<file path="src/rtl/core/ogrid_pkg.sv">
// Shared types, widths and codes of the occupancy grid block.
package ogrid_pkg;

	localparam int MM_W       = 14;
	localparam int COORD_W    = 16;
	localparam int CODE_W     = 3;
	localparam int MODE_W     = 2;
	localparam int CFG_IDX_W  = 1;

	localparam int CELL_SIZE_MM_DEF = 100;
	localparam int GRID_WIDTH_DEF   = 128;
	localparam int GRID_HEIGHT_DEF  = 128;

	localparam logic [MM_W-1:0] AREA_WIDTH_RST  = MM_W'(9660);
	localparam logic [MM_W-1:0] AREA_HEIGHT_RST = MM_W'(8930);

	typedef enum logic [MODE_W-1:0] {
		MODE_CLEAR = 2'd0,
		MODE_FILL  = 2'd1,
		MODE_QUERY = 2'd2
	} mode_t;

	typedef enum logic [CFG_IDX_W-1:0] {
		CFG_AREA_WIDTH  = 1'b0,
		CFG_AREA_HEIGHT = 1'b1
	} cfg_idx_t;

	localparam logic [CODE_W-1:0] CODE_FREE     = 3'd0;
	localparam logic [CODE_W-1:0] CODE_OBSTACLE = 3'd2;
	localparam logic [CODE_W-1:0] CODE_SHELF    = 3'd3;
	localparam logic [CODE_W-1:0] CODE_WALL     = 3'd4;

	typedef enum logic [2:0] {
		ST_INIT,
		ST_IDLE,
		ST_CONV,
		ST_ORDER,
		ST_FILL,
		ST_CLEAR,
		ST_READ,
		ST_RESP
	} state_t;

	typedef struct packed {
		logic capture;
		logic convert;
		logic order;
		logic fill_we;
		logic sweep_we;
		logic rd_en;
		logic res_load;
	} cmd_t;

	typedef struct packed {
		logic [MODE_W-1:0] mode;
		logic              fill_ok;
		logic              fill_last;
		logic              sweep_last;
		logic              out_free;
	} status_t;

endpackage

</file>
<file path="src/rtl/core/ogrid_ctrl.sv">
// Controller state machine that sequences capture, conversion, fill, clear and query.
module ogrid_ctrl import ogrid_pkg::*; (
	input  logic    clk,
	input  logic    arst_n,
	input  logic    in_valid,
	output logic    in_ready,
	input  status_t status,
	output cmd_t    cmd
);

	state_t state_q;
	state_t state_d;

	always_ff @(posedge clk or negedge arst_n) begin
		if (!arst_n) begin
			state_q <= ST_INIT;
		end else begin
			state_q <= state_d;
		end
	end

	always_comb begin
		state_d  = state_q;
		cmd      = '0;
		in_ready = 1'b0;
		case (state_q)
			ST_INIT: begin
				cmd.sweep_we = 1'b1;
				if (status.sweep_last) begin
					state_d = ST_IDLE;
				end
			end
			ST_IDLE: begin
				in_ready = 1'b1;
				if (in_valid) begin
					cmd.capture = 1'b1;
					state_d     = ST_CONV;
				end
			end
			ST_CONV: begin
				cmd.convert = 1'b1;
				case (status.mode)
					MODE_CLEAR: state_d = ST_CLEAR;
					MODE_FILL:  state_d = ST_ORDER;
					MODE_QUERY: state_d = ST_READ;
					default:    state_d = ST_RESP;
				endcase
			end
			ST_ORDER: begin
				cmd.order = 1'b1;
				state_d   = status.fill_ok ? ST_FILL : ST_RESP;
			end
			ST_FILL: begin
				cmd.fill_we = 1'b1;
				if (status.fill_last) begin
					state_d = ST_RESP;
				end
			end
			ST_CLEAR: begin
				cmd.sweep_we = 1'b1;
				if (status.sweep_last) begin
					state_d = ST_RESP;
				end
			end
			ST_READ: begin
				cmd.rd_en = 1'b1;
				state_d   = ST_RESP;
			end
			ST_RESP: begin
				if (status.out_free) begin
					cmd.res_load = 1'b1;
					state_d      = ST_IDLE;
				end
			end
			default: begin
				state_d = ST_IDLE;
			end
		endcase
	end

endmodule

</file>
<file path="config.mk">
export PLATFORM = sky130hd
export DESIGN_NAME = ogrid_ctrl
export DESIGN_NICKNAME = d
export VERILOG_FILES = /design/src/rtl/core/ogrid_pkg.sv /design/src/rtl/core/ogrid_ctrl.sv
export SDC_FILE = /design/constraint.sdc
export NUM_CORES = 1
export LEC_CHECK = 0
export ABC_AREA = 1
export BUFFER_PORTS_ARGS = -buffer_cell sky130_fd_sc_hd__buf_2
export CORE_AREA = 2 2 39 41
export CTS_CLUSTER_SIZE = 14
export DETAILED_ROUTE_END_ITERATION = 8
export DIE_AREA = 0 0 41 43
export PLACE_DENSITY_LB_ADDON = 0.1
export SLEW_MARGIN = 15
export SYNTH_ARGS = -nofsm -noshare
export SYNTH_HDL_FRONTEND = slang
export SYNTH_SLANG_ARGS = --single-unit
</file>
<file path="constraint.sdc">
create_clock -name clk -period 2.09 [get_ports clk]
set_input_delay 0.5225 -clock clk [delete_from_list [all_inputs] [get_ports clk]]
set_output_delay 0.5225 -clock clk [all_outputs]
set_load 0.1 [all_outputs]
</file>
After elaboration in Yosys (flattened, before gate mapping)

Index checks and enable logic that the tools add are counted.
W data, S select, Z words.

Register bits after elaboration: 3
Input bits: 9
Output and inout port bits: 8
Word-level logic and storage cells: 37

Equality and inequality tests: 14
Mux-type cells: 18
Reduce and logical (&&, ||, !) cells: 4

Operators with widths:

| cell                 | number |
|---|---|
| $pmux W3 S8          | 1 |
| $mux W3              | 5 |
| $eq A3 B3 Y1 const B | 4 |
| $mux W1              | 10 |
| $ne A2 B2 Y1 const B | 5 |
| $pmux W3 S3          | 1 |
| $eq A3 B2 Y1 const B | 2 |
| $reduce_and A5 Y1    | 1 |
| $eq A3 B1 Y1 const B | 1 |
| $logic_not A3 Y1     | 1 |
| $eq A2 B1 Y1 const B | 1 |
| $eq A2 B2 Y1 const B | 1 |
| $logic_not A2 Y1     | 1 |
| $mux W2              | 1 |
| $reduce_or A2 Y1     | 1 |

Depth between registers and ports, before layout

Gate-level depths: netlist (run 1).

Word-level depth: 3
Gate-level depth with buffers: 8
Mapped depth without buffers: 7

Worst setup path after synthesis (run 1)

Ideal clock, no wire load.

Kind: reg2out
From: reg state_q[0]
To: out cmd[1] (netlist name)
Arrival: 2.610 ns
Required time: 1.567 ns
Slack: -1.042 ns
Cell stages (with the launch flop): 3
Path buffers: 1
Cells stage by stage: dfrtp_1 -> buf_6 -> nor3_1

RTL lines:

| item                   | line             | source |
|---|---|---|
| start, declared        | ogrid_ctrl.sv:11 | `state_t state_q;` |
| start signal, assigned | ogrid_ctrl.sv:18 | `state_q <= state_d;` |
| end, declared          | ogrid_ctrl.sv:8  | `output cmd_t cmd` |

==> results of run 1 <==
-- area by class of cell --
| type | count | share of cell area (%) |
|---|---|---|
| Clock buffer | 4 | 4.32 |
| Inverter | 13 | 8.44 |
| Multi-Input combinational cell | 49 | 43.2 |
| Sequential cell | 3 | 12.3 |
| Tap cell | 16 | 3.29 |
| Timing Repair Buffer | 16 | 28.4 |
-- timing repair --
item,in CTS,in global routing
buffers inserted,0,0
gates resized for setup,0,1
hold endpoints to repair,0,0
setup endpoints to repair,0,1
-- logic make-up after synthesis --
logic type / synth area share (%)
DFF: 18.8
AOI/OAI and AO/OA: 3.45
buffers and inverters: 19.1
and+or+nand+nor: 58.6
-- worst max-delay path, cell delays in order, from the launching register on --
cell,delay [ns]
dfrtp_1,0.54
nor3_2,0.23
buf_2,0.44
-- stage by stage --
step,utilization [%],instances
floorplan,-,67
global placement,41.9,97
finish,43.9,101
global route,43.9,101
CTS,43.8,101
detailed placement,41.9,97
-- cell usage in the layout, fill, tap and decap left out, types with 2 or more instances in the layout --
master / netlist / routed
nor3_2: 0 / 2
dfrtp_1: 3 / 3
inv_2: 2 / 2
nand2_1: 21 / 21
nor2_1: 4 / 2
nand4_1: 2 / 2
buf_2: 0 / 9
nor2_4: 2 / 2
nor2_2: 2 / 4
inv_1: 10 / 10
nand3_1: 11 / 11
buf_12: 0 / 6
clkbuf_4: 0 / 4
-- routing by layer --
layer  up-vias  part of all wire (%)  wire (microns)  GRT usage, %
met2        14                    49             434          19.4
met3         2                   5.4              48          4.71
met1       182                    45             398          16.6
met4         0                   1.3              12          8.00
li1        243                     -               -             -
met5         -                     0               0             0
-- worst paths after layout --
| kind | start | end | depth (start not counted) |
|---|---|---|---|
| worst max-delay path | state_q[0] | cmd[3] | 2 |
| min in group clk | status[0] | state_q[1] | 4 |
| worst min-delay path | arst_n | state_q[1] | 1 |
| worst min register to register | state_q[2] | state_q[2] | 2 |
| worst max register to register | state_q[0] | state_q[0] | 7 |
| max in group asynchronous | arst_n | state_q[2] | 1 |
==> metrics.txt, run 1 <==
top post-synthesis cells by area nand2_1 20%, dfrtp_1 19%, nand3_1 14%, inv_1 9.4%, nor2_4 5.6%; Reg area 75.1 sq um; fin worst setup slack 0.122 ns; number of nets still failing antenna checks after routing 0; area of the multi-input gates 263 sq um; Synth Net Count 76; initial antenna violation count 0; hold_ws 0.0778 ns; pin count of the biggest net entering global routing 13; total CTS buffers 3; Post-synth EDFFs 0; Nets 95; max reg flops 3; core region area 1380 sq um; max frequency 0.508 GHz; Vias/cell 4.37; synth unique cells 18; grt ovf 0; register area share after synthesis 18.8%; drt drc 0; Synth Cell Area 399 sq um; setup TNS 0 ns; Final Skew 0.00160 ns; worst-path fanout max 12; PortBufs 16; max-slew violations 0; DR iter-0 viols 5; synth-to-layout area growth 52.4%; WL/cell 8.85 microns; vias in the first global route 421; Clock Latency Late Sink 0.23 ns; dpl ws 0.312 ns; vias post-DR 441; H-Tree Depth 1; first-pass GRT wire length 1580 microns; Crit Path Class reg -> out; FP Rows 14; CTS Sinks 3; Slew HR 68.0%; Final period util 94.2%; syn_area_per_cell 5.96 sq um; starting density of the core 28.8%; status finished, final reports clean; flop2flop setup slack 0.73 ns; top cells by count, synth 21 x nand2_1, 11 x nand3_1, 10 x inv_1, 4 x nor2_1, 3 x dfrtp_1; WP data required 1.57 ns; Die Span Y 43 microns; Final setup violation count 0; Critical Path AT 1.45 ns; Worst setup SP type flip-flop; die area 1760 sq um; Slew @ Worst Pin 0.481 ns; cell taking the most area after synthesis nand2_1; Synth top area share 19.7%; largest reg by FF count state_q; share of flip-flops with an asynchronous set or reset 100%; IO Count 17; buffer depth of the longest clock path 2; Detail Placement HPWL 763 microns; gpl congestion 0.716; CP Capture Type primary output; clk slew on worst S/H paths 0.04 ns; post-layout min period 1.97 ns; clk root buf clkbuf_4; Max-Cap Viols 0; antenna cells 0; unrepaired setup endpoints after global routing false; share of cells above drive strength 1 40.0%; TritonRoute pass-1 iters 4; CTS tree done; Post-Synthesis Cells 67; final instance area 608 sq um; Top FF cell, synth dfrtp_1; most frequent cell after synthesis nand2_1; cell area after placement 579 sq um; Final Hold Fails 0; All-Layer GR Usage 13.5%; fill cell count 161; Hold-fix buffers, CTS 0; Synth Register Bits 3; Synth warnings 0; Detailed Route WL 894 microns; die width 41 microns; biggest regs state_q x3; path type of the worst min-delay path in -> async
Power of run 1 is not shown: default switching activity piles up to over one toggle a cycle in this logic, so the estimate is an artifact.
==> run 2: changes to the inputs <==
- clock period: 2.09 -> 2.5 ns (I/O delays scaled with it)
==> run 2 against run 1 <==
  * Final area down 17%
  * Via count up 2.5%
  * Die area unchanged
  * Final cell count unchanged
  * Global-route usage down 0.34 points
  * Critical path type unchanged
  * Highest routed layer unchanged
==> metrics.txt, run 2 (synthesis results as in run 1) <==
path type of the worst min-delay path in -> async; clk root buf clkbuf_4; Detail Placement HPWL 727 microns; Hold-fix buffers, CTS 0; Die Span Y 43 microns; vias in the first global route 389; Reg area 75.1 sq um; commonest cells after routing, fill and taps aside 21 x nand2_1, 16 x buf_2, 11 x nand3_1; die width 41 microns; Detailed Route WL 873 microns; post-layout min period 2.19 ns; Reg2Reg Launch Point state_q[0]; reg2reg end state_q[2]; CP peak stage delay 0.53 ns; Final period util 87.5%; most common cell after layout, fill and taps aside nand2_1; Nets 95; unrepaired setup endpoints after global routing false; antenna cells 0; postcts setup bufs 0; flop2flop setup slack 1.15 ns; die area 1760 sq um; Crit Path Class reg -> out; clk slew on worst S/H paths 0.04 ns; biggest regs state_q x3; fill cell count 162; Max-Cap Viols 0; total CTS buffers 3; WP data required 1.88 ns; Final Skew 0.00293 ns; DR iter-0 viols 8; grt ovf 0; initial antenna violation count 0; number of nets still failing antenna checks after routing 0; worst-path fanout max 12; Vias/cell 4.48; Crit path top cell by count nand2_1; PortBufs 16; # resized after CTS 0; max reg flops 3; first-pass GRT wire length 1500 microns; Critical Path AT 1.56 ns; buffer depth of the longest clock path 2; core region area 1380 sq um; CTS Sinks 3; H-Tree Depth 1; largest reg by FF count state_q; vias post-DR 452; FP Rows 14; share of cells above drive strength 1 37.6%; Final Hold Fails 0; TritonRoute pass-1 iters 4; WL/cell 8.64 microns; gpl congestion 0.665; setup TNS 0 ns; IO Count 17; max-slew violations 0; Slew HR 67.6%; drt drc 0; CTS tree done; CP Capture Type primary output; Worst setup SP type flip-flop; worst r2r path cells 7; Slew @ Worst Pin 0.490 ns; All-Layer GR Usage 13.2%; status finished, final reports clean; synth-to-layout area growth 26.6%; Crit-path slowest cell dfrtp_1; Final setup violation count 0; worst path cell trace nor2_2 -> nand2_1 -> nand2_1 -> buf_2; area of the multi-input gates 253 sq um; max frequency 0.457 GHz; Clock Latency Late Sink 0.24 ns; pin count of the biggest net entering global routing 13; starting density of the core 28.8%
[run 2: how the worst max path moves through the flow]
stage	start	end	slack (ns)	cells past startpoint
3_3_place_gp	state_q[2]	cmd[1]	0.57	3
4_1_cts	state_q[0]	cmd[2]	0.31	4
2_1_floorplan	state_q[0]	cmd[1]	-0.73	2
6_report	state_q[0]	cmd[2]	0.31	4
5_1_grt	state_q[0]	cmd[2]	0.21	4
3_5_place_dp	state_q[0]	cmd[2]	0.57	4
[run 2: area by class of cell]
class | count | share of cell area (%)
Clock buffer | 4 | 5.20
Inverter | 13 | 10.1
Multi-Input combinational cell | 49 | 50.0
Sequential cell | 3 | 14.9
Tap cell | 16 | 3.96
Timing Repair Buffer | 16 | 15.8
[run 2: per-layer routing]
metal	global-route usage (%)	vias to the layer above	part of all wire, %
li1	-	247	-
met1	15.8	187	46
met2	18.1	15	45
met3	6.28	3	7.7
met4	8.00	0	1.3
met5	0	-	0
[run 2: stage by stage]
stage	worst slack, ns	std cells	area, sq um	utilization, %	hold WS, ns
2_1_floorplan	-0.735	67	404	-	0.329
3_3_place_gp	0.568	97	479	34.6	0.424
5_1_grt	0.209	101	505	36.5	0.173
4_1_cts	0.310	101	505	36.5	0.173
6_report	0.311	101	505	36.5	0.175
3_5_place_dp	0.566	97	479	34.6	0.425
[run 2: worst max-delay path, delay by kind of cell, from the launching register on]
| family | cells | cell delay, ns |
|---|---|---|
| flops | 1 | 0.53 |
| buf+inv | 1 | 0.42 |
| simple gates | 3 | 0.36 |
Power of run 2 is left out for the same reason.
